$ cat src/crq_pkg.sv
// ----------------------------------------------------------------------------
// crq_pkg
// Shared types and constants of the crop-window RGB565 pixel quantiser.
// ----------------------------------------------------------------------------
package crq_pkg;

  localparam int PIX_W      = 16;
  localparam int VALUE_W    = 17;
  localparam int CFG_IDX_W  = 3;
  localparam int CFG_DATA_W = 13;

  typedef logic [CFG_IDX_W-1:0] cfg_idx_t;

  localparam cfg_idx_t REG_QUANT_MODE  = 3'd0;
  localparam cfg_idx_t REG_CROP_LEFT   = 3'd1;
  localparam cfg_idx_t REG_CROP_TOP    = 3'd2;
  localparam cfg_idx_t REG_CROP_WIDTH  = 3'd3;
  localparam cfg_idx_t REG_CROP_HEIGHT = 3'd4;
  localparam cfg_idx_t REG_LINE_WIDTH  = 3'd5;

  typedef logic [1:0] qmode_t;

  localparam qmode_t QM_OFFSET   = 2'd0;
  localparam qmode_t QM_SCALE    = 2'd1;
  localparam qmode_t QM_FRACTION = 2'd2;

  localparam logic [7:0] RED_MASK   = 8'hF8;
  localparam logic [7:0] GREEN_MASK = 8'hFC;
  localparam logic [7:0] BLUE_MASK  = 8'hF8;

  localparam int QUANT_OFFSET = 128;
  localparam int SCALE_MAX    = 127;
  localparam int ROUND_BIAS   = 127;
  localparam int DIVISOR      = 255;
  localparam int SCALE_SHIFT  = 7;

  typedef struct packed {
    qmode_t      quant_mode;
    logic [11:0] crop_left;
    logic [11:0] crop_top;
    logic [12:0] crop_width;
    logic [12:0] crop_height;
    logic [12:0] line_width;
  } cfg_t;

  localparam cfg_t CFG_RESET = '{
    quant_mode:  QM_OFFSET,
    crop_left:   12'd48,
    crop_top:    12'd8,
    crop_width:  13'd224,
    crop_height: 13'd224,
    line_width:  13'd320
  };

  typedef struct packed {
    logic in_crop;
    logic last;
  } win_t;

endpackage

$ cat src/crq_cfg.sv
// ----------------------------------------------------------------------------
// crq_cfg
// Configuration register file with a plain write port.
// ----------------------------------------------------------------------------
module crq_cfg import crq_pkg::*; (
  input  logic                  clk,
  input  logic                  rst_n,
  input  logic                  cfg_wr_en,
  input  cfg_idx_t              cfg_index,
  input  logic [CFG_DATA_W-1:0] cfg_wdata,
  output cfg_t                  cfg
);

  cfg_t cfg_r;
  cfg_t cfg_nxt;

  always_comb begin
    cfg_nxt = cfg_r;
    if (cfg_wr_en) begin
      unique case (cfg_index)
        REG_QUANT_MODE:  cfg_nxt.quant_mode  = cfg_wdata[1:0];
        REG_CROP_LEFT:   cfg_nxt.crop_left   = cfg_wdata[11:0];
        REG_CROP_TOP:    cfg_nxt.crop_top    = cfg_wdata[11:0];
        REG_CROP_WIDTH:  cfg_nxt.crop_width  = cfg_wdata[12:0];
        REG_CROP_HEIGHT: cfg_nxt.crop_height = cfg_wdata[12:0];
        REG_LINE_WIDTH:  cfg_nxt.line_width  = cfg_wdata[12:0];
        default: begin
        end
      endcase
    end
  end

  always_ff @(posedge clk) begin
    if (!rst_n) begin
      cfg_r <= CFG_RESET;
    end else begin
      cfg_r <= cfg_nxt;
    end
  end

  assign cfg = cfg_r;

endmodule

$ cat src/crq_window.sv
// ----------------------------------------------------------------------------
// crq_window
// Raster position counters and crop window test for each accepted request.
// ----------------------------------------------------------------------------
module crq_window import crq_pkg::*; #(
  parameter int COORD_BITS = 12
) (
  input  logic clk,
  input  logic rst_n,
  input  logic accept,
  input  logic frame_start,
  input  cfg_t cfg,
  output win_t win
);

  localparam int CMP_W = ((COORD_BITS > 14) ? COORD_BITS : 14) + 1;

  logic [COORD_BITS-1:0] col_r, col_nxt, row_r, row_nxt;
  logic [COORD_BITS-1:0] col, row;
  logic [CMP_W-1:0]      col_e, row_e, left_e, top_e, hend_e, vend_e, next_e;
  logic                  wrap;

  always_comb begin
    col    = frame_start ? '0 : col_r;
    row    = frame_start ? '0 : row_r;
    col_e  = CMP_W'(col);
    row_e  = CMP_W'(row);
    left_e = CMP_W'(cfg.crop_left);
    top_e  = CMP_W'(cfg.crop_top);
    hend_e = left_e + CMP_W'(cfg.crop_width);
    vend_e = top_e + CMP_W'(cfg.crop_height);
    next_e = col_e + CMP_W'(1);
    wrap   = (next_e >= CMP_W'(cfg.line_width)) || (&col);

    win.in_crop = (col_e >= left_e) && (col_e < hend_e) &&
                  (row_e >= top_e) && (row_e < vend_e);
    win.last    = (next_e == hend_e) && ((row_e + CMP_W'(1)) == vend_e);

    col_nxt = col_r;
    row_nxt = row_r;
    if (accept) begin
      if (wrap) begin
        col_nxt = '0;
        row_nxt = row + COORD_BITS'(1);
      end else begin
        col_nxt = col + COORD_BITS'(1);
        row_nxt = row;
      end
    end
  end

  always_ff @(posedge clk) begin
    if (!rst_n) begin
      col_r <= '0;
      row_r <= '0;
    end else begin
      col_r <= col_nxt;
      row_r <= row_nxt;
    end
  end

  // A frame start with a line of two or more pixels leaves the position at
  // the second column of the first row.
  a_frame_start: assert property (@(posedge clk) disable iff (!rst_n)
    accept && frame_start && (cfg.line_width > 13'd1) |=> (col_r == COORD_BITS'(1)) &&
    (row_r == '0))
    else $error("position wrong after frame start");

  a_hold_idle: assert property (@(posedge clk) disable iff (!rst_n)
    !accept |=> $stable(col_r) && $stable(row_r))
    else $error("position moved without a request");

endmodule

$ cat src/crq_quant.sv
// ----------------------------------------------------------------------------
// crq_quant
// Quantiser for one 8-bit channel; division by 255 is done as a multiply by
// a reciprocal constant followed by a shift.
// ----------------------------------------------------------------------------
module crq_quant import crq_pkg::*; #(
  parameter int FRACTION_BITS = 15
) (
  input  logic [7:0]                pix,
  input  qmode_t                    mode,
  output logic signed [VALUE_W-1:0] value
);

  localparam int XW = FRACTION_BITS + 9;
  localparam int SH = XW + 8;
  localparam int RW = XW + 1;
  localparam int QW = XW - 7;
  localparam logic [RW-1:0] RECIP = RW'(((64'd1 << SH) / 64'd255) + 64'd1);

  logic [XW-1:0]    dividend;
  logic [XW+RW-1:0] prod;
  logic [QW-1:0]    quot;
  logic [QW-1:0]    clamped;

  always_comb begin
    if (mode == QM_FRACTION) begin
      dividend = (XW'(pix) << FRACTION_BITS) + XW'(ROUND_BIAS);
    end else begin
      dividend = (XW'(pix) << SCALE_SHIFT) + XW'(ROUND_BIAS);
    end
    prod    = {{RW{1'b0}}, dividend} * {{XW{1'b0}}, RECIP};
    quot    = prod[XW+RW-1:SH];
    clamped = (quot > QW'(SCALE_MAX)) ? QW'(SCALE_MAX) : quot;

    case (mode)
      QM_OFFSET:   value = $signed(VALUE_W'(pix) - VALUE_W'(QUANT_OFFSET));
      QM_SCALE:    value = $signed(VALUE_W'(clamped));
      QM_FRACTION: value = $signed(VALUE_W'(quot));
      default:     value = '0;
    endcase
  end

endmodule

$ cat src/camera_crop_rgb565_quantizer.sv
// ----------------------------------------------------------------------------
// camera_crop_rgb565_quantizer
// Accepted in-window pixels pass a first register, then the result register.
// One pixel per cycle unless the result side stalls; the window test and
// the divide-by-255 multiply each sit between a pair of registers.
// Reset: position counters go to zero and registers take their defaults.
// ----------------------------------------------------------------------------
module camera_crop_rgb565_quantizer import crq_pkg::*; #(
  parameter int COORD_BITS    = 12,
  parameter int FRACTION_BITS = 15
) (
  input  logic                      clk,
  input  logic                      rst_n,
  input  logic                      in_valid,
  output logic                      in_ready,
  input  logic [PIX_W-1:0]          in_pixel_word,
  input  logic                      in_frame_start,
  output logic                      out_valid,
  input  logic                      out_ready,
  output logic signed [VALUE_W-1:0] out_red_value,
  output logic signed [VALUE_W-1:0] out_green_value,
  output logic signed [VALUE_W-1:0] out_blue_value,
  output logic                      out_last_of_crop,
  input  logic                      cfg_wr_en,
  input  cfg_idx_t                  cfg_index,
  input  logic [CFG_DATA_W-1:0]     cfg_wdata
);

  cfg_t cfg;
  win_t win;
  logic accept;
  logic out_adv;

  logic                      s1_v_r, s1_v_nxt;
  logic [PIX_W-1:0]          s1_pix_r;
  logic                      s1_last_r;
  logic                      out_v_r, out_v_nxt;
  logic signed [VALUE_W-1:0] out_red_r, out_green_r, out_blue_r;
  logic                      out_last_r;
  logic signed [VALUE_W-1:0] red_q, green_q, blue_q;
  logic [7:0]                red_p, green_p, blue_p;

  crq_cfg u_cfg (
    .clk       (clk),
    .rst_n     (rst_n),
    .cfg_wr_en (cfg_wr_en),
    .cfg_index (cfg_index),
    .cfg_wdata (cfg_wdata),
    .cfg       (cfg)
  );

  crq_window #(.COORD_BITS(COORD_BITS)) u_window (
    .clk         (clk),
    .rst_n       (rst_n),
    .accept      (accept),
    .frame_start (in_frame_start),
    .cfg         (cfg),
    .win         (win)
  );

  assign out_adv  = !out_v_r || out_ready;
  assign in_ready = !s1_v_r || out_adv;
  assign accept   = in_valid && in_ready;

  always_comb begin
    s1_v_nxt = s1_v_r;
    if (in_ready) begin
      s1_v_nxt = accept && win.in_crop;
    end
    out_v_nxt = out_v_r;
    if (out_adv) begin
      out_v_nxt = s1_v_r;
    end
  end

  always_ff @(posedge clk) begin
    if (!rst_n) begin
      s1_v_r  <= 1'b0;
      out_v_r <= 1'b0;
    end else begin
      s1_v_r  <= s1_v_nxt;
      out_v_r <= out_v_nxt;
    end
  end

  always_ff @(posedge clk) begin
    if (in_ready) begin
      s1_pix_r  <= in_pixel_word;
      s1_last_r <= win.last;
    end
    if (out_adv) begin
      out_red_r   <= red_q;
      out_green_r <= green_q;
      out_blue_r  <= blue_q;
      out_last_r  <= s1_last_r;
    end
  end

  assign red_p   = s1_pix_r[15:8] & RED_MASK;
  assign green_p = s1_pix_r[10:3] & GREEN_MASK;
  assign blue_p  = {s1_pix_r[4:0], 3'b000} & BLUE_MASK;

  crq_quant #(.FRACTION_BITS(FRACTION_BITS)) u_quant_red (
    .pix   (red_p),
    .mode  (cfg.quant_mode),
    .value (red_q)
  );

  crq_quant #(.FRACTION_BITS(FRACTION_BITS)) u_quant_green (
    .pix   (green_p),
    .mode  (cfg.quant_mode),
    .value (green_q)
  );

  crq_quant #(.FRACTION_BITS(FRACTION_BITS)) u_quant_blue (
    .pix   (blue_p),
    .mode  (cfg.quant_mode),
    .value (blue_q)
  );

  assign out_valid        = out_v_r;
  assign out_red_value    = out_red_r;
  assign out_green_value  = out_green_r;
  assign out_blue_value   = out_blue_r;
  assign out_last_of_crop = out_last_r;

  a_reset_clears: assert property (@(posedge clk)
    !rst_n |=> !out_valid && !s1_v_r)
    else $error("pipeline not empty after reset");

  a_empty_ready: assert property (@(posedge clk) disable iff (!rst_n)
    !out_v_r |-> in_ready)
    else $error("input stalled while the result register is empty");

  a_stage_moves: assert property (@(posedge clk) disable iff (!rst_n)
    s1_v_r && out_adv |=> out_v_r)
    else $error("pending pixel lost on its way to the result register");

endmodule

$ cat config.mk
export PLATFORM = sky130hd
export DESIGN_NAME = camera_crop_rgb565_quantizer
export DESIGN_NICKNAME = d
export VERILOG_FILES = /design/src/crq_pkg.sv /design/src/crq_cfg.sv /design/src/crq_window.sv /design/src/crq_quant.sv /design/src/camera_crop_rgb565_quantizer.sv
export SDC_FILE = /design/constraint.sdc
export NUM_CORES = 1
export LEC_CHECK = 0
export BUFFER_PORTS_ARGS = -buffer_cell sky130_fd_sc_hd__buf_2
export CORE_ASPECT_RATIO = 0.7
export CORE_MARGIN = 8
export CORE_UTILIZATION = 50
export DETAILED_ROUTE_END_ITERATION = 10
export PLACE_DENSITY_LB_ADDON = 0.3
export SLEW_MARGIN = 25
export SYNTH_ARGS = -nofsm -noshare
export SYNTH_HDL_FRONTEND = slang
export SYNTH_SLANG_ARGS = --single-unit
$ cat constraint.sdc
create_clock -name clk -period 6.2 [get_ports clk]
set_input_delay 0.93 -clock clk [delete_from_list [all_inputs] [get_ports clk]]
set_output_delay 0.93 -clock clk [all_outputs]
set_load 0.05 [all_outputs]
==> After elaboration in Yosys (flattened, before gate mapping) <==
Index checks and enable logic that the tools add are counted.
{ "op_classes": {"addsub": 15, "n_mul": 3, "magnitude_cmp": 8, "n_eq_ne": 9, "mux": 13, "n_reduce_logical": 20} }
{ "op_table": {"columns": ["operator", "n"], "rows": [
  ["$pmux W17 S3", 3],
  ["$mul A24 B24 Y48 const B", 3],
  ["$add A23 B7 Y24 const B", 3],
  ["$mux W24", 3],
  ["$gt A17 B7 Y1 const B", 3],
  ["$mux W17", 3],
  ["$add A15 B7 Y16 const B", 3],
  ["$mux W12", 4],
  ["$eq A15 B15 Y1", 2],
  ["$lt A12 B15 Y1", 2],
  ["$add A12 B13 Y14", 2],
  ["$sub A8 B8 Y9 const B", 3],
  ["$add A12 B1 Y13 const B", 2],
  ["$add A12 B1 Y12 const B", 2],
  ["$ge A12 B12 Y1", 2],
  ["$ge A15 B13 Y1", 1],
  ["$reduce_and A12 Y1", 1],
  ["$reduce_and A2 Y1", 6],
  ["$eq A3 B2 Y1 const B", 2],
  ["$eq A3 B3 Y1 const B", 2],
  ["$logic_and A1 B1 Y1", 6],
  ["$eq A3 B1 Y1 const B", 1],
  ["$logic_not A3 Y1", 1],
  ["$logic_or A1 B1 Y1", 3],
  ["other kinds (4)", 5]
]} }
{ "totals": {"register_bits": 160, "input_bits": 38, "output_inout_bits": 54, "elab_cells": 84} }

==> Longest topological paths before layout <==
Gate-level depths: netlist (run 1).
{ "logic_depth": {"ltp_word": 6, "depth_mapped": 26, "mapped_depth_nobuf": 23} }

==> By module <==
A second synthesis (run 1) with hierarchy kept.
{ "hier_totals": {"hier_cells": 2347, "hier_area_um2": 20494.7} }
{ "modules_own_cells": {"columns": ["module", "instances", "cells_each", "area_per_inst_um2", "seq_area_each_um2"], "rows": [
  ["crq_window", 1, 611, 4680.7, 480.5],
  ["crq_quant at u_quant_red", 1, 500, 3916.3, 0.0],
  ["crq_quant at u_quant_green", 1, 457, 3636.0, 0.0],
  ["crq_quant at u_quant_blue", 1, 463, 3618.5, 0.0],
  ["crq_cfg", 1, 237, 2468.6, 1301.2],
  ["camera_crop_rgb565_quantizer", 1, 79, 2174.6, 2112.0]
]} }

==> Least setup slack after synthesis (run 1) <==
No wires, ideal clock.
{ "synth_timing": {"path_type": "reg2reg", "start": "register u_cfg.cfg_r (netlist bit u_cfg.cfg[64])", "end": "register out_green_r[5], in the netlist out_green_value[5], data pin", "setup_ns": 0.279, "t_arrival_ns": 5.234, "t_required_ns": 5.921, "slack_ns": 0.687, "path_stages_with_launch": 25, "n_path_buf": 4, "period_less_slack_ns": 5.513, "cell_sequence": "dfxtp_1 nor2b_1 clkbuf_1 clkbuf_1 nand2_1 inv_1 ha_1 inv_1 fa_1 inv_1 ha_1 fa_1 ha_1 ha_1 clkbuf_1 a21o_1 a21oi_1 nor2b_1 clkbuf_1 o22ai_1 a21oi_1 mux2_2 nand4_1 nor4_4 a311oi_1"} }
{ "synth_via": {"elab_chain_len": 6, "word_cells_on_any_way": 8, "classes_between": "mul (1); order compare (1); eq/ne (2); mux (3); reduce/logical (1)"} }
{ "synth_lines": {"columns": ["element", "line_no", "rtl"], "rows": [
  ["start, declared", "crq_cfg.sv:14", "cfg_t cfg_r;"],
  ["start signal, assigned", "crq_cfg.sv:37", "cfg_r <= cfg_nxt;"],
  ["$eq A2 B2 Y1", "crq_quant.sv:26, crq_quant.sv:35", null],
  ["$mux W24", "crq_quant.sv:26", "if (mode == QM_FRACTION) begin"],
  ["$mul A24 B24 Y48", "crq_quant.sv:31", "prod = {{RW{1'b0}}, dividend} * {{XW{1'b0}}, RECIP};"],
  ["$gt A17 B7 Y1", "crq_quant.sv:33", "clamped = (quot > QW'(SCALE_MAX)) ? QW'(SCALE_MAX) : quot;"],
  ["$mux W17", "crq_quant.sv:33", null],
  ["$pmux W17 S3 *", "crq_quant.sv:35", "case (mode)"],
  ["net green_q[5]", "camera_crop_rgb565_quantizer.sv:40", "logic signed [VALUE_W-1:0] red_q, green_q, blue_q;"],
  ["end signal, assigned", "camera_crop_rgb565_quantizer.sv:93", "out_green_r <= green_q;"],
  ["end, declared", "camera_crop_rgb565_quantizer.sv:38", "logic signed [VALUE_W-1:0] out_red_r, out_green_r, out_blue_r;"]
]} }
Mark *: on every way through the listed nets, which the timed path passes. The rest lies on a longest branch.
A chain may end at the register's enable or synchronous reset.

==> Final worst setup path (run 1) <==
{ "layout_timing": {"start": "register u_cfg.cfg_r (netlist bit u_cfg.cfg[64])", "end": "register out_red_r[5], in the netlist out_red_value[5], data pin"} }
{ "layout_via": {"elab_chain_len": 6, "word_cells_on_any_way": 8, "classes_between": "mul (1); order compare (1); eq/ne (2); mux (3); reduce/logical (1)"} }
{ "layout_lines": {"columns": ["element", "line_no", "rtl"], "rows": [
  ["$eq A2 B2 Y1", "crq_quant.sv:26, crq_quant.sv:35", null],
  ["$mux W24", "crq_quant.sv:26", null],
  ["$mul A24 B24 Y48", "crq_quant.sv:31", null],
  ["$gt A17 B7 Y1", "crq_quant.sv:33", null],
  ["$mux W17", "crq_quant.sv:33", null],
  ["$pmux W17 S3 *", "crq_quant.sv:35", null],
  ["net red_q[5]", "camera_crop_rgb565_quantizer.sv:40", null],
  ["end signal, assigned", "camera_crop_rgb565_quantizer.sv:92", "out_red_r <= red_q;"],
  ["end, declared", "camera_crop_rgb565_quantizer.sv:38", null]
]} }
Marked as above.

==> results.ini, run 1 <==
[worst_setup_path]
crit_path_start_kind = flip-flop
crit_required_ns = 6.38
crit_fanout = 21
r2r_setup_slack_ns = 0.43
worstSetupPathType = flip-flop to flip-flop
cp_data_arrival_time_ns = 5.95
end_kind = flip-flop

[power]
combPwrFrac_pct = 24.6
p_clk_share_pct = 36.4
p_sw_w = 0.00102
peakVddDrop_mv = 0.176
leakage_nw = 8.14
pwr-share-seq_pct = 39.0
p_int_w = 0.00198
switching_share_pct = 34.0
power.density_mw_per_mm2 = 176

[cts]
cts.reportedPaths.clkPinSlew_ns = 0.08
clkLatencyLatePin_ns = 0.45
ctsHoldBuffers = 0
clock-sinks = 160
numCtsBuffers = 17
htreeDepth = 4
root_buffer = clkbuf_16
cts_setup_buffers = 0
cts_tree = yes
cts_buffer_depth = 2

[floorplanning]
ios = 92
die_area_mm2 = 0.0370
die_x_um = 227
initial_core_util_pct = 50.3
rows = 54
core_area_mm2 = 0.0309
fp.dieH_um = 163

[drt]
num_vias = 13488
vias_per_cell = 5.79
first_pass_iters = 7
post_drt_wl_per_cell_um = 18.3
drt-initial-drc-count = 1426
routed_wl_um = 42700
drc = 0
ant_nets = 0

[grt]
grtUsageMet1_pct = 33.8
grt_max_degree = 53
gr-usage-met3_pct = 4.86
globalRouteOverflowTotal = 0
first_global_vias = 12634
grtUsageTotal_pct = 22.9
use_met2_pct = 33.7
grt-busiest-layer = met1
antenna_found_initial = 0
grt_pass1_wl_um = 67700

[min_path]
hold_class = flip-flop to flip-flop

[run_status]
status = complete, no violations

[finish]
post-route-util_pct = 55.1
final_common_cell = ha_1
layout_common_cells = 299 x ha_1, 248 x nand2_1, 177 x inv_1, 123 x a21oi_1
diodes = 0
drive_above_1_share_pct = 9.01
fin_nets = 2259
area_delta_synth_final_pct = 9.51

[yosys]
yosys_warnings = 0
netlist_area_mm2 = 0.0155
synth-seq-cells = 160
syn-mean-instance-area_um2 = 8.49
yosysUniqueCellTypes = 85
synthArstFlopShare_pct = 0
yosys_most_used_dff = dfxtp_1
ys_seq_area_share_pct = 25.1
synth_edf_count = 69
syn_inst = 1829

[sta]
setup_slack_ns = 0.432
finalMaxSlewViolations = 0
skew_ns = 0.0140
tns_ns = 0
fin_crit_ns = 5.77
max_freq_mhz = 173
rsz0062_at_grt = no
period_share_pct = 93.0
setup_viol = 0
worstMarginPinSlew_ns = 1.05
relSlewSlack_pct = 29.9
finalHoldWorstSlack_ns = 0.433
hold_viol = 0

[place]
place_ws_ns = 0.410
io_buffers = 91
gp_congestion = 0.995
dp.final_hpwl_um = 33800

[run]
cap_violations = 0

worst max-delay path, stage by stage (launching register included):
cell     delay, ns
dfxtp_1       0.58
nor2b_2       0.27
buf_4         0.28
nand2_1       0.21
inv_1         0.11
ha_1          0.18
inv_1         0.06
fa_1          0.44
inv_1         0.08
ha_1          0.18
inv_1         0.06
fa_1          0.49
inv_1         0.04
ha_1          0.28
ha_1          0.24
a21oi_1       0.43
o21ai_1       0.20
nor2_1        0.27
mux2i_1       0.22
nand4_1       0.20
nor4_4        0.49
a31oi_1       0.17
cell type report:
cell class	count	area [um2]
Inverter	181	682
Fill cell	2832	13900
Timing Repair Buffer	105	561
Sequential cell	160	3890
Tap cell	420	526
Clock buffer	18	429
Multi-Input combinational cell	1431	10700
Clock inverter	14	165
metal layers:
metal / wire length [um] / vias to the layer above
li1: - / 6550
met5: 0 / -
met4: 735 / 0
met1: 20500 / 6369
met3: 3540 / 60
met2: 18000 / 509
power groups by stage:
| stage | combinational, W | clock, W | sequential (W) |
|---|---|---|---|
| finish | 0.000737 | 0.00109 | 0.00117 |
| floorplan | 0.000469 | 0 | 0.00126 |
| global placement | 0.000703 | 0 | 0.00119 |
| detailed placement | 0.000725 | 0 | 0.00119 |
| global route | 0.000825 | 0.00115 | 0.00117 |
| CTS | 0.000731 | 0.00111 | 0.00117 |
cell usage after synthesis (all sizes together) (19+ instances only):
master | number | area (um2)
a31oi | 22 | 138
nand2b | 19 | 126
a21oi | 124 | 632
inv | 181 | 679
nor2b | 42 | 263
fa | 26 | 521
nand2 | 248 | 931
clkbuf | 64 | 241
edfxtp | 69 | 2070
o21ai | 99 | 495
nor2 | 77 | 289
dfxtp | 91 | 1820
xnor2 | 58 | 527
ha | 299 | 3740
xor2 | 56 | 490
nand3 | 66 | 348
o211ai | 23 | 173
nand4 | 29 | 181
repair_timing:
action                                  in CTS  in global routing
hold endpoints to repair                     0                  0
gates resized for setup                      0                  2
endpoints found under the setup margin       0                  7
path summary, 6_finish.rpt:
| path | to | depth (start not counted) | start |
|---|---|---|---|
| max | out_red_value[5]$_DFFE_PP_ | 21 | u_cfg.cfg[64]$_SDFFE_PN0P_ |
| min reg2reg | out_last_of_crop$_DFFE_PP_ | 0 | s1_last_r$_DFFE_PN_ |
| max reg2reg | out_red_value[5]$_DFFE_PP_ | 21 | u_cfg.cfg[64]$_SDFFE_PN0P_ |
| min | out_last_of_crop$_DFFE_PP_ | 0 | s1_last_r$_DFFE_PN_ |
through the flow:
stage | instances | power [W] | instance area [um2]
2_1_floorplan | 1843 | 0.00172 | 15600
3_3_place_gp | 2297 | 0.00190 | 16400
3_5_place_dp | 2297 | 0.00192 | 16400
4_1_cts | 2329 | 0.00301 | 17000
5_1_grt | 2329 | 0.00315 | 17000
6_report | 2329 | 0.00300 | 17000
sequential cells by signal (all words and copies together) (netlist names), 12 cells and up:
signal and flops:
out_green_value 17, u_cfg.cfg 65, out_red_value 17, u_window.col_r 12, s1_pix_r 16, out_blue_value 17
u_window.row_r 12
cells by family after synthesis:
logic type                 Yosys count  synth area share [%]
AOI/OAI and AO/OA                  391                  15.8
xor gates and xnor gates           117                  6.99
adders and majority gates          325                  27.4
buffers and inverters              252                  6.15
DFF                                160                  25.1
muxes                                7                 0.467
other                                1                0.0242
and+or+nand+nor                    576                  18.0
No activity file was read; power rests on OpenSTA's default activity.
==> run 2, diff against run 1 <==
--- a/config.mk
+++ b/config.mk
@@ -6,7 +6,6 @@
 export NUM_CORES = 1
 export LEC_CHECK = 0
 export BUFFER_PORTS_ARGS = -buffer_cell sky130_fd_sc_hd__buf_2
-export CORE_ASPECT_RATIO = 0.7
 export CORE_MARGIN = 8
 export CORE_UTILIZATION = 50
 export DETAILED_ROUTE_END_ITERATION = 10
==> run 2 against run 1 <==
Net effect:
- setup slack worse by 0.035 ns
- hold slack worse by 0.018 ns
- flip-flop and latch count stayed put
- clock power is 4% higher
- register-to-register slack worse by 0.03 ns
- critical path depth stayed put
- core utilization is 0.54 points higher
- final cell count is 0.99% lower
- via count is 1.4% lower
==> results.ini, run 2 (same netlist as run 1, synthesis figures left out) <==
[cts]
clock-sinks = 160  ; unchanged
cts_tree = yes
numCtsBuffers = 17  ; unchanged
root_buffer = clkbuf_16
clkLatencyLatePin_ns = 0.45  ; about the same
ctsHoldBuffers = 0  ; unchanged
htreeDepth = 4  ; unchanged
cts.reportedPaths.clkPinSlew_ns = 0.08  ; about the same
cts_buffer_depth = 2  ; unchanged

[worst_setup_path]
crit_top_cell = inv_1
crit_buf_inv = 6  ; unchanged
r2r_setup_slack_ns = 0.40  ; -0.03 ns
r2r-start = u_cfg.cfg[64]$_SDFFE_PN0P_
crit_fanout = 22  ; +4.8%
reg2reg_to = out_red_value[3]$_DFFE_PP_
crit_end = out_red_value[3]$_DFFE_PP_
crit_cells = 21  ; unchanged
crit_required_ns = 6.37  ; about the same
slowest_delay_ns = 0.57  ; about the same
reg2regPathDepth = 21  ; unchanged
startpoint = u_cfg.cfg[64]$_SDFFE_PN0P_
end_kind = flip-flop
crit_slowest_cell = dfxtp_1
cp_cell_sequence = nor2b_4, buf_4, nand2_1, inv_1, ha_1, inv_1, fa_1, inv_1, ha_1, inv_1, fa_1, inv_1, ha_1, ha_1, a21oi_1, o21ai_1, nor2_1, mux2i_1, nand4_1, nor4_4, a31oi_1
worstSetupPathType = flip-flop to flip-flop
crit_family = adder cells
crit_path_start_kind = flip-flop
cp_data_arrival_time_ns = 5.97  ; +0.02 ns

[grt]
grt_max_degree = 53  ; unchanged
grt_pass1_wl_um = 65900  ; -2.6%
globalRouteOverflowTotal = 0  ; unchanged
antenna_found_initial = 0  ; unchanged
first_global_vias = 13149  ; +4.1%
grtUsageTotal_pct = 22.2  ; -0.76 points

[sta]
period_share_pct = 93.6  ; +0.56 points
finalHoldWorstSlack_ns = 0.415  ; -0.0184 ns
tns_ns = 0  ; unchanged
fin_crit_ns = 5.80  ; +0.0348 ns
finalMaxSlewViolations = 0  ; unchanged
max_freq_mhz = 172  ; -0.60%
skew_ns = 0.0155  ; +0.00149 ns
worstMarginPinSlew_ns = 0.937  ; -0.111 ns
relSlewSlack_pct = 37.3  ; +7.4 points
hold_viol = 0  ; unchanged
setup_viol = 0  ; unchanged

[drt]
drc = 0  ; unchanged
routed_wl_um = 40800  ; -4.6%
vias_per_cell = 5.77  ; -0.39%
ant_nets = 0  ; unchanged
post_drt_wl_per_cell_um = 17.7  ; -3.7%
num_vias = 13303  ; -1.4%
drt-initial-drc-count = 900  ; -37%
first_pass_iters = 5  ; -2

[place]
io_buffers = 91  ; unchanged
dp.final_hpwl_um = 32500  ; -3.9%
dpl_cell_area_mm2 = 0.0164  ; -0.23%
gp_congestion = 0.924  ; -7.1%

[floorplanning]
die_area_mm2 = 0.0370  ; -0.24%
fp.dieH_um = 192  ; +18%
ios = 92  ; unchanged
die_x_um = 192  ; -15%
core_area_mm2 = 0.0306  ; -0.93%
initial_core_util_pct = 50.8  ; +0.47 points
rows = 64  ; +19%

[power]
combPwrFrac_pct = 24.2  ; -0.4 points
p_clk_share_pct = 37.2  ; +0.8 points
p_int_w = 0.00204  ; +3.0%
switching_share_pct = 32.8  ; -1.2 points
pwr-share-seq_pct = 38.6  ; -0.4 points
leakage_nw = 8.16  ; +0.29%
peakVddDrop_mv = 0.195  ; +11%
power.density_mw_per_mm2 = 178  ; +1.0%
p_sw_w = 0.000993  ; -2.6%

[finish]
drive_above_1_share_pct = 9.11  ; +0.10 points
largest_reg_flops = 65  ; unchanged
area_delta_synth_final_pct = 9.56  ; about the same
final_area_mm2 = 0.0170  ; about the same
post-route-util_pct = 55.6  ; +0.54 points
fin_nets = 2260  ; +0.044%
final_common_cell = ha_1
layout_common_cells = 299 x ha_1, 248 x nand2_1, 177 x inv_1, 123 x a21oi_1
diodes = 0  ; unchanged

[min_path]
hold_class = flip-flop to flip-flop

[run]
cap_violations = 0  ; unchanged

[run_status]
status = complete, no violations

[run 2: worst min-delay path by stage]
stage,depth (start not counted),startpoint,end
floorplan,0,s1_last_r$_DFFE_PN_,out_last_of_crop$_DFFE_PP_
global placement,0,s1_last_r$_DFFE_PN_,out_last_of_crop$_DFFE_PP_
detailed placement,0,s1_last_r$_DFFE_PN_,out_last_of_crop$_DFFE_PP_
CTS,0,s1_last_r$_DFFE_PN_,out_last_of_crop$_DFFE_PP_
global route,0,s1_last_r$_DFFE_PN_,out_last_of_crop$_DFFE_PP_
finish,0,s1_last_r$_DFFE_PN_,out_last_of_crop$_DFFE_PP_
[run 2: power groups by stage]
stage	sequential, W	clock (W)	combinational (W)
5_1_grt	0.00117	0.00118	0.000822
6_report	0.00117	0.00113	0.000732
2_1_floorplan	0.00126	0	0.000469
4_1_cts	0.00117	0.00115	0.000732
3_3_place_gp	0.00119	0	0.000704
3_5_place_dp	0.00119	0	0.000724
[run 2: metrics by stage]
stage               cells  total power (W)  setup slack (ns)
floorplan            1843          0.00172             0.687
CTS                  2304          0.00305             0.219
detailed placement   2272          0.00192             0.243
global placement     2272          0.00190             0.502
global route         2306          0.00318          -0.00960
finish               2306          0.00303             0.398
[run 2: metal layers]
metal  up-vias  part of all wire [%]  GRT usage, %
li1       6566                     -             -
met2       369                    47          37.4
met5         -                     0             0
met1      6302                    45          28.5
met3        66                   5.0          3.25
met4         0                   2.7          7.73
[run 2: layout make-up]
cell class / count / area (um2)
clock buffers: 18 / 450
clock inverters: 14 / 171
fillers: 2840 / 13600
inverters: 181 / 679
multi-input cells: 1431 / 10800
flip-flops and latches: 160 / 3890
well taps: 396 / 495
repair buffers: 106 / 568
[run 2: worst register-to-register path, cell delays in order (launching register included)]
cell and delay, ns:
dfxtp_1 0.57, nor2b_4 0.35, buf_4 0.31, nand2_1 0.20
inv_1 0.10, ha_1 0.17, inv_1 0.06, fa_1 0.42
inv_1 0.07, ha_1 0.17, inv_1 0.06, fa_1 0.49
inv_1 0.05, ha_1 0.29, ha_1 0.24, a21oi_1 0.45
o21ai_1 0.22, nor2_1 0.30, mux2i_1 0.22, nand4_1 0.15
nor4_4 0.47, a31oi_1 0.16
[run 2: timing repair]
| action | CTS | global route |
|---|---|---|
| endpoints found under the setup margin | 0 | 15 |
| gates resized for setup | 0 | 3 |
| buffers inserted | 0 | 2 |
==> run 3, diff against run 2 <==
--- a/config.mk
+++ b/config.mk
@@ -7,7 +7,7 @@
 export LEC_CHECK = 0
 export BUFFER_PORTS_ARGS = -buffer_cell sky130_fd_sc_hd__buf_2
 export CORE_MARGIN = 8
-export CORE_UTILIZATION = 50
+export CORE_UTILIZATION = 30
 export DETAILED_ROUTE_END_ITERATION = 10
 export PLACE_DENSITY_LB_ADDON = 0.3
 export SLEW_MARGIN = 25
==> run 3 against run 2 <==
Net effect:
- setup slack gained 0.020 ns
- count of clock-buffer cells in the layout rose by 5
- sequential share of layout area down 0.40 points
- largest power group unchanged
==> results.ini, run 3 (same netlist as run 1, synthesis figures left out) <==
[worst_setup_path]
r2r_setup_slack_ns = 0.42  ; +0.02 ns
crit_slowest_cell = fa_1
end_kind = flip-flop
crit_top_cell = ha_1
crit_fanout = 30  ; +36%
cp_cell_sequence = buf_4, nor2b_2, buf_4, nand2_1, inv_1, ha_1, inv_1, fa_1, inv_1, ha_1, fa_1, ha_1, ha_1, a21o_1, a21oi_1, nor2b_1, o22ai_1, a21oi_1, mux2_2, nand4_1, nor4_4, a311oi_1
crit_family = adder cells
worstSetupPathType = flip-flop to flip-flop
crit_required_ns = 6.38  ; about the same
r2r-start = u_cfg.cfg[63]$_SDFFE_PN0P_
slowest_delay_ns = 0.49  ; -0.08 ns
cp_data_arrival_time_ns = 5.96  ; about the same
crit_path_start_kind = flip-flop
reg2regPathDepth = 22  ; +4.8%
crit_buf_inv = 5  ; -1
crit_cells = 22  ; +4.8%
reg2reg_to = out_green_value[5]$_DFFE_PP_
startpoint = u_cfg.cfg[63]$_SDFFE_PN0P_

[sta]
fin_crit_ns = 5.78  ; -0.0204 ns
skew_ns = 0.0142  ; -0.00134 ns
worstMarginPinSlew_ns = 1.01  ; +0.0715 ns
relSlewSlack_pct = 32.6  ; -4.7 points
finalMaxSlewViolations = 0  ; unchanged
hold_viol = 0  ; unchanged
setup_viol = 0  ; unchanged
period_share_pct = 93.3  ; -0.33 points
max_freq_mhz = 173  ; +0.35%
finalHoldWorstSlack_ns = 0.448  ; +0.0334 ns
rsz0062_at_grt = no
tns_ns = 0  ; unchanged

[drt]
num_vias = 13148  ; -1.2%
first_pass_iters = 6  ; +1
drc = 0  ; unchanged
drt-initial-drc-count = 875  ; -2.8%
routed_wl_um = 43800  ; +7.6%
ant_nets = 0  ; unchanged
vias_per_cell = 5.08  ; -12%
post_drt_wl_per_cell_um = 16.9  ; -4.1%

[cts]
clock-sinks = 160  ; unchanged
cts_setup_buffers = 0  ; unchanged
cts_buffer_depth = 2  ; unchanged
numCtsBuffers = 17  ; unchanged
cts.reportedPaths.clkPinSlew_ns = 0.07  ; about the same
cts_tree = yes
root_buffer = clkbuf_16
clkLatencyLatePin_ns = 0.46  ; about the same
htreeDepth = 4  ; unchanged

[floorplanning]
die_x_um = 244  ; +27%
core_area_mm2 = 0.0512  ; +67%
initial_core_util_pct = 30.3  ; -20 points
die_area_mm2 = 0.0593  ; +60%
ios = 92  ; unchanged
fp.dieH_um = 244  ; +27%
rows = 83  ; +30%

[power]
p_int_w = 0.00199  ; -2.3%
switching_share_pct = 33.2  ; +0.41 points
p_clk_share_pct = 35.9  ; -1.3 points
pwr-share-seq_pct = 39.3  ; +0.7 points
combPwrFrac_pct = 24.8  ; +0.6 points
p_sw_w = 0.000989  ; -0.45%
leakage_nw = 8.13  ; -0.45%
peakVddDrop_mv = 0.168  ; -14%
power.density_mw_per_mm2 = 172  ; -3.4%

[place]
dp.final_hpwl_um = 34800  ; +7.1%
io_buffers = 91  ; unchanged
gp_congestion = 0.961  ; +3.9%

[grt]
grt_max_degree = 52  ; -1.9%
antenna_found_initial = 0  ; unchanged
globalRouteOverflowTotal = 0  ; unchanged
first_global_vias = 13338  ; +1.4%
grt_pass1_wl_um = 70600  ; +7.1%
grtUsageTotal_pct = 14.7  ; -7.5 points

[min_path]
hold_start = s1_last_r$_DFFE_PN_
holdPathStages = 0  ; unchanged
hold_class = flip-flop to flip-flop
hold_end = out_last_of_crop$_DFFE_PP_

[finish]
final_common_cell = ha_1
layout_common_cells = 299 x ha_1, 247 x nand2_1, 177 x inv_1, 123 x a21oi_1
diodes = 0  ; unchanged
fin_nets = 2258  ; -0.088%
largest_reg_flops = 65  ; unchanged
area_delta_synth_final_pct = 11.5
drive_above_1_share_pct = 9.02  ; -0.091 points

[run_status]
status = complete, no violations

[run]
cap_violations = 0  ; unchanged

[run 3: worst reg2reg max path: cells and delay by family (launching register included)]
kind / cells / cell delay [ns]
and+or+nand+nor: 5 / 1.22
adders and majority gates: 6 / 2.06
muxes: 1 / 0.22
DFF: 1 / 0.31
AOI/OAI and AO/OA: 5 / 0.99
buffers and inverters: 5 / 0.69
[run 3: worst max path at each step]
stage / to
floorplan: out_green_value[5]$_DFFE_PP_
global placement: out_red_value[5]$_DFFE_PP_
detailed placement: out_green_value[5]$_DFFE_PP_
CTS: out_green_value[5]$_DFFE_PP_
global route: out_green_value[5]$_DFFE_PP_
finish: out_green_value[5]$_DFFE_PP_
[run 3: area by class of cell]
class | instances | area (um2)
Fill cell | 5297 | 33900
Multi-Input combinational cell | 1431 | 10800
Sequential cell | 160 | 3890
Tap cell | 680 | 851
Inverter | 181 | 679
Timing Repair Buffer | 104 | 553
Clock buffer | 23 | 510
Clock inverter | 8 | 70.1
[run 3: power groups by stage]
stage / Clock [W] / Combinational [W] / Sequential (W)
after floorplan: 0 / 0.000469 / 0.00126
after global placement: 0 / 0.000717 / 0.00119
after detailed placement: 0 / 0.000733 / 0.00119
after CTS: 0.00110 / 0.000740 / 0.00117
after global routing: 0.00113 / 0.000836 / 0.00117
final: 0.00107 / 0.000740 / 0.00117
[run 3: timing repair]
action | CTS | global route
hold buffers | 0 | 0
endpoints found under the setup margin | 0 | 2
resized for setup | 0 | 2
[run 3: routing by layer]
layer | vias to the layer above | part of all wire (%) | global-route usage, %
met2 | 306 | 47 | 24.7
met4 | 0 | 2.2 | 4.63
met3 | 70 | 4.4 | 2.52
met5 | - | 0 | 0
met1 | 6224 | 47 | 18.9
li1 | 6548 | - | -
[run 3: metrics by stage]
step	util, %	worst slack, ns	total power, W	area [um2]	std cells
after global placement	32.6	0.594	0.00191	16700	2556
after global routing	33.8	0.0439	0.00314	17300	2587
after CTS	33.8	0.414	0.00301	17300	2587
after floorplan	-	0.687	0.00172	15600	1843
after detailed placement	32.6	0.429	0.00193	16700	2556
final	33.8	0.418	0.00298	17300	2587
